[src/hdl/u2u8_pkg.sv]
`timescale 1ns / 1ps
// ----------------------------------------------------------------------------
// u2u8_pkg
// Shared types, constants and the code point to UTF-8 encode function for
// the UTF-16BE to UTF-8 transcoder.
// ----------------------------------------------------------------------------
package u2u8_pkg;

  localparam int unsigned UnitW   = 16;
  localparam int unsigned ByteW   = 8;
  localparam int unsigned CpW     = 21;
  localparam int unsigned HeldW   = 10;
  localparam int unsigned MaxCpB  = 4;   // bytes of one code point
  localparam int unsigned MaxRun  = 6;   // bytes caused by one word
  localparam int unsigned CntW    = 3;

  localparam logic [UnitW-1:0] HighFirst = 16'hD800;
  localparam logic [UnitW-1:0] HighLast  = 16'hDBFF;
  localparam logic [UnitW-1:0] LowFirst  = 16'hDC00;
  localparam logic [UnitW-1:0] LowLast   = 16'hDFFF;
  localparam logic [10:0]      PlaneOne  = 11'd64;  // 0x10000 >> 10

  // Bytes of one code point, lowest index sent first
  typedef struct packed {
    logic [MaxCpB-1:0][ByteW-1:0] bytes;
    logic [CntW-1:0]              cnt;
  } cp_bytes_t;

  // Bytes of one word, lowest index sent first
  typedef struct packed {
    logic [MaxRun-1:0][ByteW-1:0] bytes;
    logic [CntW-1:0]              cnt;
  } run_t;

  function automatic cp_bytes_t encode_cp(input logic [CpW-1:0] cp);
    cp_bytes_t r;
    r = '0;
    if (cp == '0) begin
      r.cnt = 3'd0;
    end else if (cp < 21'h80) begin
      r.bytes[0] = {1'b0, cp[6:0]};
      r.cnt      = 3'd1;
    end else if (cp < 21'h800) begin
      r.bytes[0] = {3'b110, cp[10:6]};
      r.bytes[1] = {2'b10, cp[5:0]};
      r.cnt      = 3'd2;
    end else if (cp < 21'h10000) begin
      r.bytes[0] = {4'b1110, cp[15:12]};
      r.bytes[1] = {2'b10, cp[11:6]};
      r.bytes[2] = {2'b10, cp[5:0]};
      r.cnt      = 3'd3;
    end else begin
      r.bytes[0] = {5'b11110, cp[20:18]};
      r.bytes[1] = {2'b10, cp[17:12]};
      r.bytes[2] = {2'b10, cp[11:6]};
      r.bytes[3] = {2'b10, cp[5:0]};
      r.cnt      = 3'd4;
    end
    return r;
  endfunction

endpackage

[src/hdl/utf16be_to_utf8_transcoder.sv]
`timescale 1ns / 1ps
// ----------------------------------------------------------------------------
// utf16be_to_utf8_transcoder
// UTF-16BE code units in, UTF-8 bytes out, with surrogate pairing.
//
//   channel  ports                                    word
//   in       in_valid, in_stall, in_code_unit,         one UTF-16 code unit
//            in_end_of_string
//   out      out_valid, out_stall, out_byte,           one UTF-8 byte
//            out_run_last
//
// A code unit is registered, encoded in one pass into a run of 0 to 6 bytes,
// and the run is shifted out one byte per cycle while out_stall is low; the
// output byte port sets that rate. From input accept, a unit passes through
// the input register and the output buffer register before its first byte.
// Reset (synchronous, rst_n low) empties both registers and drops any held
// surrogate. An output stall holds the current byte and backs up the input.
// ----------------------------------------------------------------------------
module utf16be_to_utf8_transcoder (
  input  logic                        clk,
  input  logic                        rst_n,
  input  logic                        in_valid,
  output logic                        in_stall,
  input  logic [u2u8_pkg::UnitW-1:0]  in_code_unit,
  input  logic                        in_end_of_string,
  output logic                        out_valid,
  input  logic                        out_stall,
  output logic [u2u8_pkg::ByteW-1:0]  out_byte,
  output logic                        out_run_last
);
  import u2u8_pkg::*;

  logic             vld_r, vld_nxt;
  logic [UnitW-1:0] unit_r;
  logic             eos_r;
  logic             load_ok, step, in_take;
  run_t             run;

  assign step     = vld_r && load_ok;
  assign in_stall = vld_r && !load_ok;
  assign in_take  = in_valid && !in_stall;

  // Input register
  always_comb begin
    vld_nxt = vld_r;
    if (in_take) begin
      vld_nxt = 1'b1;
    end else if (step) begin
      vld_nxt = 1'b0;
    end
  end

  always_ff @(posedge clk) begin
    if (in_take) begin
      unit_r <= in_code_unit;
      eos_r  <= in_end_of_string;
    end
    if (!rst_n) begin
      vld_r <= 1'b0;
    end else begin
      vld_r <= vld_nxt;
    end
  end

  u2u8_encoder u_enc (
    .clk   (clk),
    .rst_n (rst_n),
    .step  (step),
    .unit  (unit_r),
    .eos   (eos_r),
    .run   (run)
  );

  u2u8_outbuf u_buf (
    .clk          (clk),
    .rst_n        (rst_n),
    .load         (step),
    .run          (run),
    .load_ok      (load_ok),
    .out_valid    (out_valid),
    .out_stall    (out_stall),
    .out_byte     (out_byte),
    .out_run_last (out_run_last)
  );

endmodule

[src/hdl/u2u8_encoder.sv]
`timescale 1ns / 1ps
// ----------------------------------------------------------------------------
// u2u8_encoder
// Surrogate tracking and byte assembly: turns one registered code unit into
// the full byte run it causes, and keeps the held high surrogate.
// ----------------------------------------------------------------------------
module u2u8_encoder (
  input  logic                        clk,
  input  logic                        rst_n,
  input  logic                        step,
  input  logic [u2u8_pkg::UnitW-1:0]  unit,
  input  logic                        eos,
  output u2u8_pkg::run_t              run
);
  import u2u8_pkg::*;

  logic             pend_r, pend_nxt;
  logic [HeldW-1:0] held_r, held_nxt;

  logic             is_high, is_low;
  logic [CpW-1:0]   pair_cp;
  cp_bytes_t        pair_enc, unit_enc;
  logic [2:0][ByteW-1:0] flush_bytes;

  assign is_high = (unit >= HighFirst) && (unit <= HighLast);
  assign is_low  = (unit >= LowFirst) && (unit <= LowLast);

  // 0x10000 + (held << 10) + low bits
  assign pair_cp  = {({1'b0, held_r} + PlaneOne), unit[HeldW-1:0]};
  assign pair_enc = encode_cp(pair_cp);
  assign unit_enc = encode_cp({5'd0, unit});

  // Held high surrogate sent alone: 0xD800 | held, always three bytes
  assign flush_bytes[0] = 8'hED;
  assign flush_bytes[1] = {4'b1010, held_r[9:6]};
  assign flush_bytes[2] = {2'b10, held_r[5:0]};

  // Byte run assembly
  always_comb begin
    run = '0;
    if (pend_r && is_low) begin
      run.bytes[3:0] = pair_enc.bytes;
      run.cnt        = pair_enc.cnt;
    end else if (pend_r) begin
      run.bytes[2:0] = flush_bytes;
      if (!(is_high && !eos)) begin
        run.bytes[5:3] = unit_enc.bytes[2:0];
        run.cnt        = 3'd3 + unit_enc.cnt;
      end else begin
        run.cnt = 3'd3;
      end
    end else if (!(is_high && !eos)) begin
      run.bytes[3:0] = unit_enc.bytes;
      run.cnt        = unit_enc.cnt;
    end
  end

  // Surrogate hold state
  always_comb begin
    pend_nxt = pend_r;
    held_nxt = held_r;
    if (step) begin
      if (is_high && !eos && !(pend_r && is_low)) begin
        pend_nxt = 1'b1;
        held_nxt = unit[HeldW-1:0];
      end else begin
        pend_nxt = 1'b0;
        held_nxt = '0;
      end
    end
  end

  always_ff @(posedge clk) begin
    if (!rst_n) begin
      pend_r <= 1'b0;
      held_r <= '0;
    end else begin
      pend_r <= pend_nxt;
      held_r <= held_nxt;
    end
  end

endmodule

[src/hdl/u2u8_outbuf.sv]
`timescale 1ns / 1ps
// ----------------------------------------------------------------------------
// u2u8_outbuf
// Result register: holds one word's byte run and shifts it out one byte per
// accepted output word, marking the final byte of the run.
// ----------------------------------------------------------------------------
module u2u8_outbuf (
  input  logic                        clk,
  input  logic                        rst_n,
  input  logic                        load,
  input  u2u8_pkg::run_t              run,
  output logic                        load_ok,
  output logic                        out_valid,
  input  logic                        out_stall,
  output logic [u2u8_pkg::ByteW-1:0]  out_byte,
  output logic                        out_run_last
);
  import u2u8_pkg::*;

  logic [MaxRun-1:0][ByteW-1:0] bytes_r, bytes_nxt;
  logic [CntW-1:0]              cnt_r, cnt_nxt;
  logic                         take;

  assign out_valid    = (cnt_r != '0);
  assign out_byte     = bytes_r[0];
  assign out_run_last = (cnt_r == 3'd1);
  assign take         = out_valid && !out_stall;
  // Free now, or emptied by the byte leaving this cycle
  assign load_ok      = (cnt_r == '0) || (take && (cnt_r == 3'd1));

  // Load or shift
  always_comb begin
    bytes_nxt = bytes_r;
    cnt_nxt   = cnt_r;
    if (load) begin
      bytes_nxt = run.bytes;
      cnt_nxt   = run.cnt;
    end else if (take) begin
      bytes_nxt = {ByteW'(0), bytes_r[MaxRun-1:1]};
      cnt_nxt   = cnt_r - 3'd1;
    end
  end

  always_ff @(posedge clk) begin
    bytes_r <= bytes_nxt;
    if (!rst_n) begin
      cnt_r <= '0;
    end else begin
      cnt_r <= cnt_nxt;
    end
  end

endmodule
[config.mk]
export PLATFORM = sky130hd
export DESIGN_NAME = utf16be_to_utf8_transcoder
export DESIGN_NICKNAME = d
export VERILOG_FILES = /design/src/hdl/u2u8_pkg.sv /design/src/hdl/utf16be_to_utf8_transcoder.sv /design/src/hdl/u2u8_encoder.sv /design/src/hdl/u2u8_outbuf.sv
export SDC_FILE = /design/constraint.sdc
export NUM_CORES = 1
export LEC_CHECK = 0
export ABC_AREA = 1
export BUFFER_PORTS_ARGS = -buffer_cell sky130_fd_sc_hd__clkbuf_2
export CAP_MARGIN = 25
export CORE_MARGIN = 2
export CORE_UTILIZATION = 40
export CTS_CLUSTER_SIZE = 30
export DETAILED_ROUTE_END_ITERATION = 10
export HOLD_SLACK_MARGIN = 0.06
export MAX_ROUTING_LAYER = met4
export PLACE_DENSITY_LB_ADDON = 0.1
export SLEW_MARGIN = 25
export SYNTH_ARGS = -nofsm -noshare
export SYNTH_HDL_FRONTEND = slang
export SYNTH_SLANG_ARGS = --single-unit
[constraint.sdc]
create_clock -name clk -period 3.1 [get_ports clk]
set_clock_uncertainty 0.1 [all_clocks]
set_input_delay 0.62 -clock clk [delete_from_list [all_inputs] [get_ports clk]]
set_output_delay 0.62 -clock clk [all_outputs]
set_load 0.05 [all_outputs]
==> Word level (Yosys, flattened, before mapping) <==
Index checks and enable logic that the tools add are counted.
{ "word_totals": {"register_bits": 80, "out_inout_bits": 11, "wordCells": 85} }
{ "op_classes": {"add_sub_neg": 3, "eq_ne": 1, "muxes": 38, "n_reduce_logical": 22, "order_cmp": 9} }
{ "ops": {"columns": ["operator", "count"], "rows": [
  ["$mux W27", 6],
  ["$mux W35", 3],
  ["$mux W48", 2],
  ["$mux W19", 4],
  ["$mux W24", 3],
  ["$mux W32", 2],
  ["$mux W16", 3],
  ["$mux W11", 3],
  ["$ge A16 B16 Y1 const B", 2],
  ["$le A16 B16 Y1 const B", 2],
  ["$mux W25", 1],
  ["$logic_not A21 Y1", 1],
  ["$lt A21 B12 Y1 const B", 1],
  ["$lt A21 B17 Y1 const B", 1],
  ["$lt A21 B8 Y1 const B", 1],
  ["$logic_not A16 Y1", 1],
  ["$lt A16 B12 Y1 const B", 1],
  ["$lt A16 B8 Y1 const B", 1],
  ["$mux W8", 2],
  ["$mux W3", 5],
  ["$add A10 B7 Y11 const B", 1],
  ["$logic_and A1 B1 Y1", 10],
  ["$mux W10", 1],
  ["$logic_not A1 Y1", 5],
  ["8 further kinds", 11]
]} }

==> Depth between registers and ports, before layout <==
Gate-level depths: netlist (run 1).
{ "logic_depth": {"ltp_word": 15, "depth_mapped": 13, "mapped_depth_nobuf": 13} }

==> Cells and area by module <==
From an unflattened synthesis (run 1), not the netlist that was laid out.
{ "hier_totals": {"cells_unflattened": 624, "hier_area_um2": 4728.3} }
{ "by_module_without_submodules": {"columns": ["mod", "seq_area_each_um2", "instances", "cells_per_inst", "area_per_inst_um2"], "rows": [
  ["u2u8_outbuf", 1501.4, 1, 243, 2321.0],
  ["u2u8_encoder", 220.2, 1, 354, 1836.8],
  ["utf16be_to_utf8_transcoder", 530.5, 1, 27, 570.5]
]} }

==> Worst setup path before layout (run 1) <==
No wires, ideal clock.
{ "synth_timing": {"path_type": "register to register", "startpoint": "reg u_buf.cnt_r[1]", "endpoint": "reg u_buf.cnt_r[1]", "path_stages_with_launch": 12, "required_ns": 2.881, "slack_ns": -0.143, "arrival_ns": 3.024, "setup_ns": 0.119, "cell_sequence": "dfxtp_1 > inv_1 > ha_1 > inv_1 > nor2_1 > nand2_1 > nand2_1 > nand2_2 > nand2_1 > o22ai_1 > a21oi_1 > a21oi_1"} }
{ "synth_via": {"word_cells_on_any_way": 11} }
{ "synth_rtl": {"columns": ["item", "line_no", "text"], "rows": [
  ["start, declared", "u2u8_outbuf.sv:21", "logic [CntW-1:0] cnt_r, cnt_nxt;"],
  ["start signal, assigned", "u2u8_outbuf.sv:49", "cnt_r <= cnt_nxt;"],
  ["$eq A3 B1 Y1 *", null, null],
  ["net out_run_last", "utf16be_to_utf8_transcoder.sv:29", "output logic out_run_last"],
  ["$logic_and A1 B1 Y1 *", "u2u8_outbuf.sv:29", "assign load_ok = (cnt_r == '0) || (take && (cnt_r == 3'd1));"],
  ["$logic_or A1 B1 Y1 *", "u2u8_outbuf.sv:29", null],
  ["$logic_and A1 B1 Y1 *", "utf16be_to_utf8_transcoder.sv:39", "assign step = vld_r && load_ok;"],
  ["$mux W3 or $reduce_bool A2 Y1 (tied branches)", null, null]
]} }
Mark *: on every way through the listed nets, which the timed path passes. The rest lies on a longest branch. The select of a mux whose other input is x is not followed.
A chain may end at the register's enable or synchronous reset.

==> results of run 1 <==
## synth_stat cells, drive strengths merged
cell / count
nand3: 31
xor2: 1
a32o: 1
clkinv: 1
buf: 20
clkbuf: 5
o21a: 3
nor2: 69
o22a: 1
edfxtp: 63
nor3: 7
dfxtp: 15
inv: 49
o22ai: 7
nand2: 121
xnor2: 1
nand4: 4
o21ai: 48
a31oi: 3
ha: 5
a22oi: 5
nand3b: 1
or2: 1
o211ai: 7
a21oi: 47
## stage by stage
stage | cells | util (%) | hold slack, ns
finish | 686 | 44.5 | 0.324
detailed placement | 670 | 43.1 | 0.379
CTS | 686 | 44.5 | 0.296
global placement | 670 | 43.1 | 0.376
global route | 686 | 44.5 | 0.309
floorplan | 516 | - | 0.359
## where the power goes
group,internal (mW),switching [mW]
Combinational,0.400,1.07
Sequential,1.68,0.162
Clock,0.288,0.367
## state kept, by name, summed over array words and instances (netlist names)
signal / count
eos_r: 1
u_buf.bytes_r: 38
u_buf.cnt_r: 3
u_buf.out_byte: 8
u_enc.held_r: 10
u_enc.pend_r: 1
unit_r: 16
vld_r: 1
## cell type report
| cell class | count | area, um2 |
|---|---|---|
| clock buffers | 13 | 139 |
| clock inverters | 3 | 15.0 |
| fillers | 1117 | 5960 |
| inverters | 50 | 188 |
| multi-input cells | 363 | 1850 |
| flip-flops and latches | 78 | 2190 |
| well taps | 140 | 175 |
| repair buffers | 39 | 228 |
## worst paths after layout
check	start	endpoint	depth (start not counted)
min	in_code_unit[15]	unit_r[15]	1
max	u_buf.cnt_r[0]	u_buf.bytes_r[9]	11
max reg2reg	u_buf.cnt_r[0]	u_buf.bytes_r[9]	11
min reg2reg	u_enc.held_r[5]	u_enc.held_r[5]	2
## metal layers
layer  track usage [%]  vias to the layer above  share of wire (%)
met3              4.06                       45                5.9
met5                 -                        -                  0
met4              14.0                        0                4.3
met2              38.2                      188                 45
met1              33.3                     1813                 44
li1                  -                     1800                  -
## cells by family (layout without fill, tap and decap cells)
group	count (synthesis)	count (layout)
buffers and inverters	75	105
adder cells (fa/ha/maj)	5	5
AO/OA/AOI/OAI	122	122
XOR/XNOR	2	2
AND/OR/NAND/NOR	234	234
flip-flops	78	78
## layout by cell type, fill, tap and decap left out, drive strengths merged, types with 3 or more instances in the layout
cell,synthesis,layout
o22ai,7,7
a22oi,5,5
nand2,121,121
nand4,4,4
nor2,69,69
buf,20,8
ha,5,5
a31oi,3,3
o21a,3,3
o211ai,7,7
a21oi,47,47
nor3,7,7
nand3,31,31
inv,49,49
edfxtp,63,63
dfxtp,15,15
clkbuf,5,44
clkinv,1,4
o21ai,48,48
==> flow_metrics.env, run 1 <==
export IMPL_max_cap_violations=0
export IMPL_detailroute_via_count=3846
export IMPL_final_nets=567
export IMPL_post_route_min_period_ns=2.53
export IMPL_htree_num_levels=3
export IMPL_global_route_wire_length_before_repair_um=21000
export IMPL_critical_path_cell_chain="inv_1, ha_1, nand2_1, nand2_1, nand2_2, buf_4, nor2_1, nand2_1, nand2_1, nor2_1, o21ai_1"
export IMPL_grt_antenna_before_repair=0
export IMPL_placeableCoreArea_um2=10700
export IMPL_wl_um=13700
export IMPL_grt_util_all_layers_pct=25.6
export IMPL_finish_instance_area_um2=4780
export IMPL_grt_start_max_net_pins=32
export IMPL_timing_max_slew_rel_slack_pct=55.4
export IMPL_cp_num_buf_inv=2
export IMPL_maxClockFrequency_mhz=395
export IMPL_worst_ep_required_time_ns=3.12
export IMPL_numPortBuffers=31
export IMPL_crit_path_frequent_cell="sky130_fd_sc_hd__nand2_1"
export IMPL_drc=0
export IMPL_wl_per_cell_um=20.0
export IMPL_setup_violations=0
export IMPL_area_growth_pct=9.23
export IMPL_detailedRoute_firstPassIterationCount=7
export IMPL_floorplan_rows=38
export IMPL_place_worst_setup_slack_ns=0.600
export IMPL_synth_net_count=542
export IMPL_synth_lib_cells_used_distinct=40
export IMPL_viasPerCell=5.61
export IMPL_numClockSinks=78
export IMPL_n_antenna_cell=0
export IMPL_post_syn_instances=516
export IMPL_number_of_hold_violations_in_the_final_report=0
export IMPL_cts_root_buf="sky130_fd_sc_hd__clkbuf_8"
export IMPL_cp_slowest_cell="sky130_fd_sc_hd__buf_4"
export IMPL_maxSlewViolCount=0
export IMPL_ys_seq_area_share_pct=50.1
export IMPL_critical_path_max_stage_delay_ns=0.41
export IMPL_worstSetupPathType="reg -> reg"
export IMPL_holdCritPathClass="in -> reg"
export IMPL_ff2ff_setup_slack_ns=0.57
export IMPL_unrepaired_setup_endpoints_after_global_routing="no"
export IMPL_power_leakage_nw=1.93
export IMPL_vias_in_the_first_global_route=3605
export IMPL_fin_total_pwr_mw=3.96
export IMPL_synth_xor_area_share_pct=0.400
export IMPL_path_delay_family="simple AND/OR/NAND/NOR gates"
export IMPL_cp_arrival_ns=2.55
export IMPL_number_of_clock_buffers_inserted_by_tritoncts=9
export IMPL_die_height_um=109
export IMPL_synth_simple_gate_area_share_pct=24.5
export IMPL_cts_max_path_buffers=2
export IMPL_antenna_violating_nets_post_route=0
export IMPL_powerDensity_nw_per_um2=829
export IMPL_synth_top_cell_by_area="sky130_fd_sc_hd__edfxtp_1"
export IMPL_gp_routability_congestion=1.01
export IMPL_setup_total_negative_slack_ns=0
export IMPL_post_cts_buffers=0
export IMPL_run_status="completed"
export IMPL_io_pins=32
export IMPL_avgSynthCellArea_um2=8.49
export IMPL_worstMarginPinSlew_ns=0.668
export IMPL_adder_cell_share_of_the_synthesized_area_pct=1.43
export IMPL_dpl_instance_area_um2=4630
export IMPL_fin_crit_sh_pct=81.7
export IMPL_worstSkewPairLatency_ns=0.37
export IMPL_cts_clk_slew_worst_paths_ns=0.07
export IMPL_setup_ws_ns=0.568
export IMPL_synth_top_family_by_area="simple AND/OR/NAND/NOR gates"
export IMPL_synth_compound_area_share_pct=15.8
export IMPL_die_w_um=109
export IMPL_post_cts_resize_count=0
export IMPL_synthesis_area_um2=4380
export IMPL_cts_tree="built"
export IMPL_ys_seq_elements=78
export IMPL_grt_ovfl_total=0
export IMPL_power_ir_vdd_worst_mv=0.452
export IMPL_floorplan_initialDensity_pct=40.8
export IMPL_netlist_area_leader_share_pct=43.2
export IMPL_setup_worst_path_start_class="register"
export IMPL_drt_first_iter_violations=453
export IMPL_synth_mux_area_share_pct=0
export IMPL_yosys_warnings=0
export IMPL_detailedPlacementHpwl_um=10000
export IMPL_netlist_top_cells_area="sky130_fd_sc_hd__edfxtp_1 (43%), sky130_fd_sc_hd__nand2_1 (9.6%), sky130_fd_sc_hd__dfxtp_1 (6.9%)"
export IMPL_final_layout_size_suffix_gt1_share_pct=16.1
export IMPL_cts_hold_buffers_added=0
export IMPL_floorplan_die_area_um2=11800
export IMPL_sort_of_element_at_the_end_of_the_critical_path="register"
export IMPL_worstPathMaxFanout=26
Note: power is estimated with default switching activity, not from simulation.
==> run 2: changes to the inputs <==
==> constraint.sdc (replaced) <==
create_clock -name clk -period 2.1 [get_ports clk]
set_clock_uncertainty 0.1 [all_clocks]
set_input_delay 0.42 -clock clk [delete_from_list [all_inputs] [get_ports clk]]
set_output_delay 0.42 -clock clk [all_outputs]
set_load 0.05 [all_outputs]
==> run 2 against run 1 <==
  * The flow now finishes with violations (negative setup slack)
  * Sequential power rose by 45%
  * Critical path depth fell by 2
  * Combinational power rose by 69%
  * Routed wire length rose by 4.1%
  * Non-clock buffer count rose by 60
  * Largest power group unchanged
  * Sequential share of layout area fell by 6.3 points
  * Flip-flop and latch count did not move
  * Register-to-register slack got worse by 0.58 ns
  * Critical endpoint is now u_buf.bytes_r[19]
==> flow_metrics.env, run 2 (synthesis gave the netlist of run 1 again) <==
export IMPL_place_detailed_instances=714
export IMPL_register_with_the_highest_flop_count="u_buf.bytes_r"
export IMPL_gp_routability_congestion=1.01
export IMPL_worstPathMaxFanout=7
export IMPL_setup_violations=1
export IMPL_worstMarginPinSlew_ns=0.538
export IMPL_finalNonFillerCells=746
export IMPL_worstSkewPairLatency_ns=0.36
export IMPL_numPortBuffers=31
export IMPL_detailedPlacementHpwl_um=10400
export IMPL_wl_per_cell_um=19.2
export IMPL_largestRegisters="u_buf.bytes_r (38), unit_r (16), u_enc.held_r (10)"
export IMPL_grt_antenna_before_repair=0
export IMPL_min_delay_worst_endpoint="unit_r[10]"
export IMPL_antenna_violating_nets_post_route=0
export IMPL_cp_arrival_ns=2.21
export IMPL_fin_hold_ws_ns=0.130
export IMPL_largest_reg_flops=38
export IMPL_sort_of_element_at_the_end_of_the_critical_path="register"
export IMPL_floorplan_die_area_um2=11800
export IMPL_drc=0
export IMPL_viasPerCell=5.33
export IMPL_worstSetupPathType="reg -> reg"
export IMPL_run_status="finished with violations"
export IMPL_place_worst_setup_slack_ns=-0.157
export IMPL_power_leakage_nw=2.33
export IMPL_final_layout_size_suffix_gt1_share_pct=29.5
export IMPL_max_cap_violations=0
export IMPL_number_of_clock_buffers_inserted_by_tritoncts=9
export IMPL_die_w_um=109
export IMPL_global_route_wire_length_before_repair_um=21800
export IMPL_power_ir_vdd_worst_mv=0.648
export IMPL_io_pins=32
export IMPL_maxSlewViolCount=0
export IMPL_numClockSinks=78
export IMPL_r2r_start="u_enc.held_r[6]"
export IMPL_failed_checks="negative setup slack"
export IMPL_worst_ep_required_time_ns=2.20
export IMPL_layout_cells_most_common="sky130_fd_sc_hd__nand2_1"
export IMPL_wl_um=14300
export IMPL_crit_reg2reg_capture="u_buf.bytes_r[19]"
export IMPL_setup_worst_path_start_class="register"
export IMPL_floorplan_initialDensity_pct=40.8
export IMPL_mostFrequentLayoutCells="sky130_fd_sc_hd__nand2_1 (104), sky130_fd_sc_hd__edfxtp_1 (63), sky130_fd_sc_hd__nor2_1 (57), sky130_fd_sc_hd__buf_4 (57), sky130_fd_sc_hd__a21oi_1 (42)"
export IMPL_placeableCoreArea_um2=10700
export IMPL_powerDensity_nw_per_um2=1150
export IMPL_min_delay_start="in_code_unit[10]"
export IMPL_htree_num_levels=3
export IMPL_vias_in_the_first_global_route=3908
export IMPL_number_of_hold_violations_in_the_final_report=0
export IMPL_grt_util_all_layers_pct=26.1
export IMPL_floorplan_rows=38
export IMPL_cts_clk_slew_worst_paths_ns=0.08
export IMPL_cts_root_buf="sky130_fd_sc_hd__clkbuf_8"
export IMPL_holdCritPathClass="in -> reg"
export IMPL_fin_crit_sh_pct=100
export IMPL_ff2ff_setup_slack_ns=-0.008
export IMPL_cts_tree="built"
export IMPL_grt_ovfl_total=0
export IMPL_worst_hold_path_num_cells=1
export IMPL_grt_start_max_net_pins=43
export IMPL_drt_first_iter_violations=246
export IMPL_area_growth_pct=26.8
export IMPL_fraction_of_the_core_area_covered_by_cells_at_the_end_of_the_flow_pct=51.7
export IMPL_detailroute_via_count=3976
export IMPL_die_height_um=109
export IMPL_nFillCells=1042
export IMPL_setup_ws_ns=-0.00800
export IMPL_n_antenna_cell=0
export IMPL_detailedRoute_firstPassIterationCount=5
export IMPL_final_nets=627
export IMPL_unrepaired_setup_endpoints_after_global_routing="yes"
export IMPL_maxClockFrequency_mhz=474
export IMPL_post_route_min_period_ns=2.11
export IMPL_worst_r2r_cell_count=9
export IMPL_cts_max_path_buffers=2
export IMPL_timing_max_slew_rel_slack_pct=64.1
==> run 2: cell types whose count changed in the layout (fill, tap and decap cells not counted), moves of 3 or more <==
cell | previous run | this run
sky130_fd_sc_hd__clkbuf_1 | 4 | 1
sky130_fd_sc_hd__o21ai_0 | 25 | 22
sky130_fd_sc_hd__o21ai_2 | 4 | 7
sky130_fd_sc_hd__nor2_1 | 63 | 57
sky130_fd_sc_hd__buf_6 | 0 | 6
sky130_fd_sc_hd__buf_12 | 1 | 5
sky130_fd_sc_hd__nor2_2 | 2 | 7
sky130_fd_sc_hd__a21oi_1 | 45 | 42
sky130_fd_sc_hd__buf_4 | 7 | 57
sky130_fd_sc_hd__nand2_1 | 111 | 104
sky130_fd_sc_hd__a21oi_2 | 2 | 5
sky130_fd_sc_hd__nand2_4 | 2 | 5
==> run 2: worst max-delay path by stage <==
| stage | startpoint | to | slack (ns) | depth (start not counted) |
|---|---|---|---|---|
| CTS | u_enc.held_r[6] | u_buf.bytes_r[20] | -0.03 | 10 |
| floorplan | u_buf.cnt_r[1] | u_buf.cnt_r[1] | 0.009 | 11 |
| finish | u_enc.held_r[6] | u_buf.bytes_r[19] | -0.008 | 9 |
| global route | unit_r[14] | u_buf.out_byte[0] | -0.08 | 9 |
| global placement | u_buf.cnt_r[0] | u_buf.cnt_r[1] | -0.22 | 11 |
| detailed placement | u_buf.cnt_r[0] | u_buf.cnt_r[1] | -0.16 | 11 |
==> run 2: layout make-up <==
type | count | area (um2) | share of cell area (%)
tap | 140 | 175 | 3.15
timing repair buffer | 99 | 771 | 13.9
clock buffer | 10 | 128 | 2.30
multi-input combinational | 363 | 2010 | 36.1
inverter | 50 | 193 | 3.47
clock inverter | 6 | 86.3 | 1.55
sequential | 78 | 2190 | 39.5
==> run 2: critical path: stages, from the launching register on <==
cell                      delay (ns)
sky130_fd_sc_hd__dfxtp_2        0.33
sky130_fd_sc_hd__ha_2           0.20
sky130_fd_sc_hd__xnor2_2        0.19
sky130_fd_sc_hd__nand2_2        0.12
sky130_fd_sc_hd__nor2_8         0.26
sky130_fd_sc_hd__nand3_4        0.19
sky130_fd_sc_hd__buf_4          0.19
sky130_fd_sc_hd__o21ai_1        0.12
sky130_fd_sc_hd__nand2_1        0.07
sky130_fd_sc_hd__a21oi_1        0.17
==> run 2: power by group <==
part | leakage (nW) | switching [mW] | internal (mW)
sequential | 0.731 | 0.190 | 2.47
combinational | 1.49 | 1.68 | 0.799
clock | 0.106 | 0.570 | 0.667
==> run 2: per-stage QoR <==
stage | cell area [um2] | total power [mW] | setup TNS [ns]
5_1_grt | 5550 | 6.73 | -1.27
2_1_floorplan | 4400 | 4.35 | 0
4_1_cts | 5270 | 6.25 | -0.0504
3_5_place_dp | 4990 | 4.97 | -1.07
3_3_place_gp | 4990 | 4.95 | -0.770
6_report | 5550 | 6.38 | -0.00800
==> run 2: per-layer routing <==
metal  wire [um]  up-vias  global-route usage, %
li1            -     1917                      -
met1        6280     1888                   34.1
met2        6830      143                   40.7
met3         832       28                   3.77
met4         357        0                   10.9
met5           0        -                      -
==> run 2: timing repair <==
action	4_1_cts	5_1_grt
buffers inserted	2	13
gates cloned	0	1
endpoints found under the setup margin	23	39
gates resized for setup	12	39
hold buffers	0	0
pin swaps	5	13
